==> src/hdl/ptx_div.sv <==
// ----------------------------------------------------------------------------
// ptx_div
// Pipelined restoring divider: one quotient bit per register stage.
// The quotient must fit in QW bits.
// ----------------------------------------------------------------------------
module ptx_div #(
   parameter int NUM_W = 46,
   parameter int DEN_W = 33,
   parameter int QW    = 13
) (
   input  logic             clock,
   input  logic             en,
   input  logic [NUM_W-1:0] num,
   input  logic [DEN_W-1:0] den,
   output logic [QW-1:0]    quo
);

   logic [NUM_W-1:0] rem_ff [QW];
   logic [DEN_W-1:0] den_ff [QW];
   logic [QW-1:0]    quo_ff [QW];

   for (genvar k = 0; k < QW; k++) begin : g_stage
      logic [NUM_W-1:0] rem_prev;
      logic [DEN_W-1:0] den_prev;
      logic [QW-1:0]    quo_prev;
      logic [NUM_W-1:0] shifted;
      logic             ge;

      if (k == 0) begin : g_first
         assign rem_prev = num;
         assign den_prev = den;
         assign quo_prev = '0;
      end else begin : g_next
         assign rem_prev = rem_ff[k-1];
         assign den_prev = den_ff[k-1];
         assign quo_prev = quo_ff[k-1];
      end

      assign shifted = NUM_W'(den_prev) << (QW-1-k);
      assign ge      = rem_prev >= shifted;

      always_ff @(posedge clock) begin
         if (en) begin
            rem_ff[k] <= ge ? rem_prev - shifted : rem_prev;
            den_ff[k] <= den_prev;
            quo_ff[k] <= quo_prev | (QW'(ge) << (QW-1-k));
         end
      end
   end

   assign quo = quo_ff[QW-1];

endmodule

==> config.mk <==
export PLATFORM = sky130hd
export DESIGN_NAME = ptx_div
export DESIGN_NICKNAME = d
export VERILOG_FILES = /design/src/hdl/ptx_div.sv
export SDC_FILE = /design/constraint.sdc
export NUM_CORES = 2
export LEC_CHECK = 0
export BUFFER_PORTS_ARGS = -buffer_cell sky130_fd_sc_hd__buf_4
export CORE_MARGIN = 1
export CORE_UTILIZATION = 55
export CTS_BUF_LIST = sky130_fd_sc_hd__clkbuf_4
export DETAILED_ROUTE_END_ITERATION = 10
export GPL_TIMING_DRIVEN = 0
export PLACE_DENSITY = 0.76
export SETUP_SLACK_MARGIN = 0.3
export SYNTH_ARGS = -nofsm -noshare
export SYNTH_HDL_FRONTEND = slang
export SYNTH_SLANG_ARGS = --single-unit
export TNS_END_PERCENT = 5
==> constraint.sdc <==
create_clock -name clock -period 7.15 [get_ports clock]
set_clock_uncertainty 0.2 [all_clocks]
set_input_delay 0.715 -clock clock [delete_from_list [all_inputs] [get_ports clock]]
set_output_delay 0.715 -clock clock [all_outputs]
set_load 0.02 [all_outputs]
* After elaboration in Yosys (flattened, before gate mapping)
Memory sizes are Yosys's and may differ from the RTL's. Index checks and enable logic that the tools add are counted. Widths: inputs -> output; s select.
Cells by class: add/subtract/negate cells 13, $lt $le $gt $ge 13, multiplexer cells 15, bitwise gates (word level) 12
Operator list (count):
- $mux 46 | 13
- $ge 46x33->1 | 1
- $ge 46x34->1 | 1
- $ge 46x35->1 | 1
- $ge 46x36->1 | 1
- $ge 46x37->1 | 1
- $ge 46x38->1 | 1
- $ge 46x39->1 | 1
- $ge 46x40->1 | 1
- $ge 46x41->1 | 1
- $ge 46x42->1 | 1
- $ge 46x43->1 | 1
- $ge 46x44->1 | 1
- $ge 46x45->1 | 1
- $sub 46x33->46 | 1
- $sub 46x34->46 | 1
- $sub 46x35->46 | 1
- $sub 46x36->46 | 1
- $sub 46x37->46 | 1
- $sub 46x38->46 | 1
- $sub 46x39->46 | 1
- $sub 46x40->46 | 1
- $sub 46x41->46 | 1
- $sub 46x42->46 | 1
- other kinds (16) | 17
Word-level totals: register bits 0, memory bits (writable) 1196, input port bits 81, output and inout bits 13, word-level logic and storage cells 56, memories 3
Memories:
- rem_ff | words 13, width 46, rd ports 12, clocked after memory_dff 0, write ports 13, line 18 | logic [NUM_W-1:0] rem_ff [QW];
- den_ff | words 13, width 33, rd ports 12, clocked after memory_dff 0, write ports 13, line 19 | logic [DEN_W-1:0] den_ff [QW];
- quo_ff | words 13, width 13, rd ports 13, clocked after memory_dff 0, write ports 13, line 20 | logic [QW-1:0] quo_ff [QW];

* Logic depth before layout (Yosys ltp)
An unclocked memory read counts as a cell.
word-level depth 3, mapped depth 15, mapped depth without buffers 13

* Worst setup path before layout
No wires, ideal clock.
kind input to register, from in num[12], to mem rem_ff[0][16], data pin, setup time 0.260 ns, data arrival time 3.292 ns, required time 6.690 ns, setup slack 3.399 ns, stages 13, path buffers 1, cell sequence inv_1 ha_1 inv_1 fa_1 a21o_1 a221oi_1 or3b_1 a31oi_1 a31o_2 a21oi_2 o21bai_2 buf_2 mux2_2
RTL lines:
- from (decl) | line 13 | input logic [NUM_W-1:0] num,
- to (decl) | line 18

==> results.json <==
{
  "holdPathStages": 2,
  "synth_top_area_cell": "sky130_fd_sc_hd__edfxtp_1",
  "drv.max_cap_violation_count": 1,
  "first_iter_violations": 2311,
  "final_design_area_excluding_fillers_um2": 68170,
  "arrival_ps": 6010,
  "numPortBuffers": 93,
  "synth.avg_cell_area_um2": 10.65,
  "fin_tns_setup_ps": 0,
  "synth-seq-cells": 1039,
  "edff_count_synth": 1039,
  "period_share": 0.7479,
  "min_from": "den[32]",
  "timing.critical_path.from_type": "input pin",
  "cts_resized": 0,
  "vdd.ir_drop.worst_v": 0.0001471,
  "worst_hold_path_type": "in -> reg",
  "transition_time_at_the_pin_with_the_least_slew_margin_ps": 1510,
  "post_route_cells_drive_above_1_share": 0.1048,
  "die_w_um": 334.1,
  "multiInputGateArea_um2": 26730,
  "outcome": "finished, violations left",
  "cts_buffers": 289,
  "gpl.final_weighted_congestion": 0.9986,
  "cts.htree.levels": 5,
  "worst_r2r_end": "rem_ff[5][33]$_DFFE_PP_",
  "synthArstFlopShare": 0,
  "clock_insertion_delay_worst_skew_ps": 1160,
  "endpoint_worst_hold": "den_ff[0][32]$_DFFE_PP_",
  "timing.final.hold_violations": 0,
  "clk_transition_reported_paths_ps": 60,
  "critical-path-slowest-cell": "sky130_fd_sc_hd__nor3_1",
  "std_cell_rows": 121,
  "post_synth_num_cell_types": 96,
  "placed_cell_areas_um2": 63420,
  "setup_viol": 0,
  "cts_post_setup_buffers_inserted": 0,
  "finish.cell_count_without_fillers": 7889,
  "cts_tree": "yes",
  "grt_start_max_net_pins": 137,
  "syn_area_um2": 60640,
  "crit_path_cell_trace": "dlygate4sd3_1 > buf_4 > inv_1 > ha_1 > nand2_1 > nor2_1 > nand4_1 > nor3_1 > a211oi_1 > o21ai_0 > o21bai_2 > buf_2 > buf_2 > a21oi_1 > dlygate4sd3_1",
  "post-route-drc-count": 0,
  "cpPeakStageDelay_ps": 990,
  "syn-instance-count": 5693,
  "violations": "capacitance limit, slew limit",
  "detail_route.wirelength_um": 145700,
  "grt_overflow_total": 0,
  "detail_route.vias_per_cell": 5.641,
  "dieArea_um2": 111600,
  "num-nets-final": 6742,
  "synth.area.top_cells": "sky130_fd_sc_hd__edfxtp_1 51%, sky130_fd_sc_hd__ha_1 8.9%, sky130_fd_sc_hd__inv_1 3.4%",
  "core_area_um2": 109200,
  "synth.yosys.seq_area_share": 0.5145,
  "synthToLayoutAreaGrowth_pct": 12.41,
  "tritoncts_num_sinks": 1039,
  "final_max_slew_viol_count": 2,
  "grtUsageTotal": 0.2595,
  "path_max_fanout": 10,
  "cp_data_required_time_ps": 7810,
  "vias": 44500,
  "vias_in_the_first_global_route": 45590,
  "dominantRegCellSynth": "sky130_fd_sc_hd__edfxtp_1",
  "ctsLongestPathBuffers": 4,
  "die_height_um": 334.1,
  "detailedRoute.firstPassIterationCount": 8,
  "ff_latch_area_um2": 31200,
  "ctsHoldBuffers": 135,
  "worst-path-buf-inv": 6,
  "power.total_mw": 25.57,
  "synth.net_count": 6215,
  "place.detailed.hpwl_um": 112100,
  "r2r_slack_ps": 2120,
  "layout.core_utilization": 0.6245,
  "ctsRootBufferMaster": "sky130_fd_sc_hd__clkbuf_4",
  "worstSetupEndpointType": "register",
  "max_slew_margin": -0.02060,
  "power.leakage_nw": 27.61,
  "initial_core_util": 0.5556,
  "ant_nets": 0,
  "nFillCells": 8811,
  "timing.final.crit_period_ps": 5347,
  "grt_pass1_wl_um": 226600,
  "power-per-cell-area_nw_per_um2": 375.1,
  "number_of_antenna_violations_at_the_first_check_in_global_routing": 3,
  "synthDominantCellAreaShare": 0.5145,
  "crit_type": "in -> reg",
  "r2r-start": "rem_ff[4][48]$_DFFE_PP_",
  "yosys_warnings": 0,
  "clock.fmax_mhz": 187.0,
  "wl_per_cell_um": 18.47,
  "timing.critical_path.depth": 15,
  "dp.cells": 7270,
  "unrepaired_setup_endpoints_after_global_routing": "false",
  "io_pins": 94,
  "r2r_cells": 13,
  "path_delay_family": "buffers and inverters"
}
[cell usage in the layout, fill, tap and decap left out, types with 184 or more instances in the layout]
master,n
sky130_fd_sc_hd__nor2_1,312
sky130_fd_sc_hd__a21o_1,222
sky130_fd_sc_hd__a21oi_1,403
sky130_fd_sc_hd__o21ai_0,401
sky130_fd_sc_hd__edfxtp_1,1039
sky130_fd_sc_hd__xor2_1,184
sky130_fd_sc_hd__inv_1,547
sky130_fd_sc_hd__nand2_1,547
sky130_fd_sc_hd__xnor2_1,199
sky130_fd_sc_hd__ha_1,429
sky130_fd_sc_hd__clkbuf_4,392
[flip-flops by register name, indices dropped and copies added (netlist names)]
name	count
den_ff	396
quo_ff	91
rem_ff	552
[synth_stat cells, drive strengths merged, types with 45 or more instances]
library cell and instances:
o21ai 449, inv 554, nand2 547, nand3 91
clkbuf 119, a21oi 406, a31oi 51, xor2 184
o21a 69, nand2b 49, a211oi 54, nor4 61
nor3 88, nor2 312, o31ai 52, mux2 45
o21bai 57, nand4 73, xnor2 199, edfxtp 1039
a21o 222, ha 429
[metrics by stage]
step / setup WS, ps / hold slack [ps]
detailed placement: 2075 / 204.5
CTS: 2023 / 3.506
floorplan: 3399 / 200.3
global placement: -3359 / 201.3
global route: 1920 / 54.86
finish: 1803 / 160.4
[worst register-to-register path, stage by stage (launching register included)]
cell and delay [ps]:
sky130_fd_sc_hd__edfxtp_1 400, sky130_fd_sc_hd__inv_1 70, sky130_fd_sc_hd__ha_1 160, sky130_fd_sc_hd__inv_1 50
sky130_fd_sc_hd__fa_1 400, sky130_fd_sc_hd__a21o_1 230, sky130_fd_sc_hd__a311o_1 360, sky130_fd_sc_hd__o211ai_1 220
sky130_fd_sc_hd__a31o_2 290, sky130_fd_sc_hd__nand4_1 230, sky130_fd_sc_hd__a31oi_1 740, sky130_fd_sc_hd__buf_2 480
sky130_fd_sc_hd__clkbuf_1 640, sky130_fd_sc_hd__o21ai_0 230
[cell families after synthesis]
group / after synthesis / synth area share
adder cells (fa/ha/maj): 441 / 0.09247
XOR/XNOR: 383 / 0.05531
buffers and inverters: 709 / 0.04471
AO/OA/AOI/OAI: 1587 / 0.1661
multiplexers: 49 / 0.009016
flip-flops: 1039 / 0.5145
AND/OR/NAND/NOR: 1485 / 0.1179
[worst max-delay path by stage]
stage                            start                 endpoint  slack (ps)
4_1_cts        rem_ff[2][52]$_DFFE_PP_  rem_ff[3][33]$_DFFE_PP_        2020
2_1_floorplan                  num[12]  rem_ff[0][16]$_DFFE_PP_        3400
3_5_place_dp                   num[31]  rem_ff[0][41]$_DFFE_PP_        2080
5_1_grt        rem_ff[2][52]$_DFFE_PP_  rem_ff[3][33]$_DFFE_PP_        1920
3_3_place_gp                        en  den_ff[0][30]$_DFFE_PP_       -3360
6_report                       den[19]  rem_ff[0][37]$_DFFE_PP_        1800
[routing by layer]
layer  global-route usage  wire, um  part of all wire  vias to the layer above
li1                     -         -                 -                    22170
met1               0.2298     49660              0.34                    20460
met2               0.5046     78350              0.54                     1317
met3              0.03989      5071             0.035                      551
met4               0.2216     12640             0.087                        0
met5                    0         0                 0                        -
[area by class of cell]
class / instances / area share
multi-input combinational: 3945 / 0.3922
clock buffer: 392 / 0.04317
tap: 1476 / 0.02709
buffer: 155 / 0.009269
sequential: 1039 / 0.4577
inverter: 554 / 0.03050
antenna: 2 / 0.00007342
clock inverter: 90 / 0.006644
timing repair buffer: 236 / 0.03340
[power by group]
| part | leakage, nW | total (mW) | switching (mW) | internal (mW) |
|---|---|---|---|---|
| Clock | 2.06 | 5.00 | 2.36 | 2.65 |
| Sequential | 10.1 | 9.68 | 0.859 | 8.82 |
| Combinational | 15.5 | 10.9 | 6.36 | 4.52 |
| Total | 27.6 | 25.6 | 9.58 | 16.0 |
No activity file was read; power rests on OpenSTA's default activity.
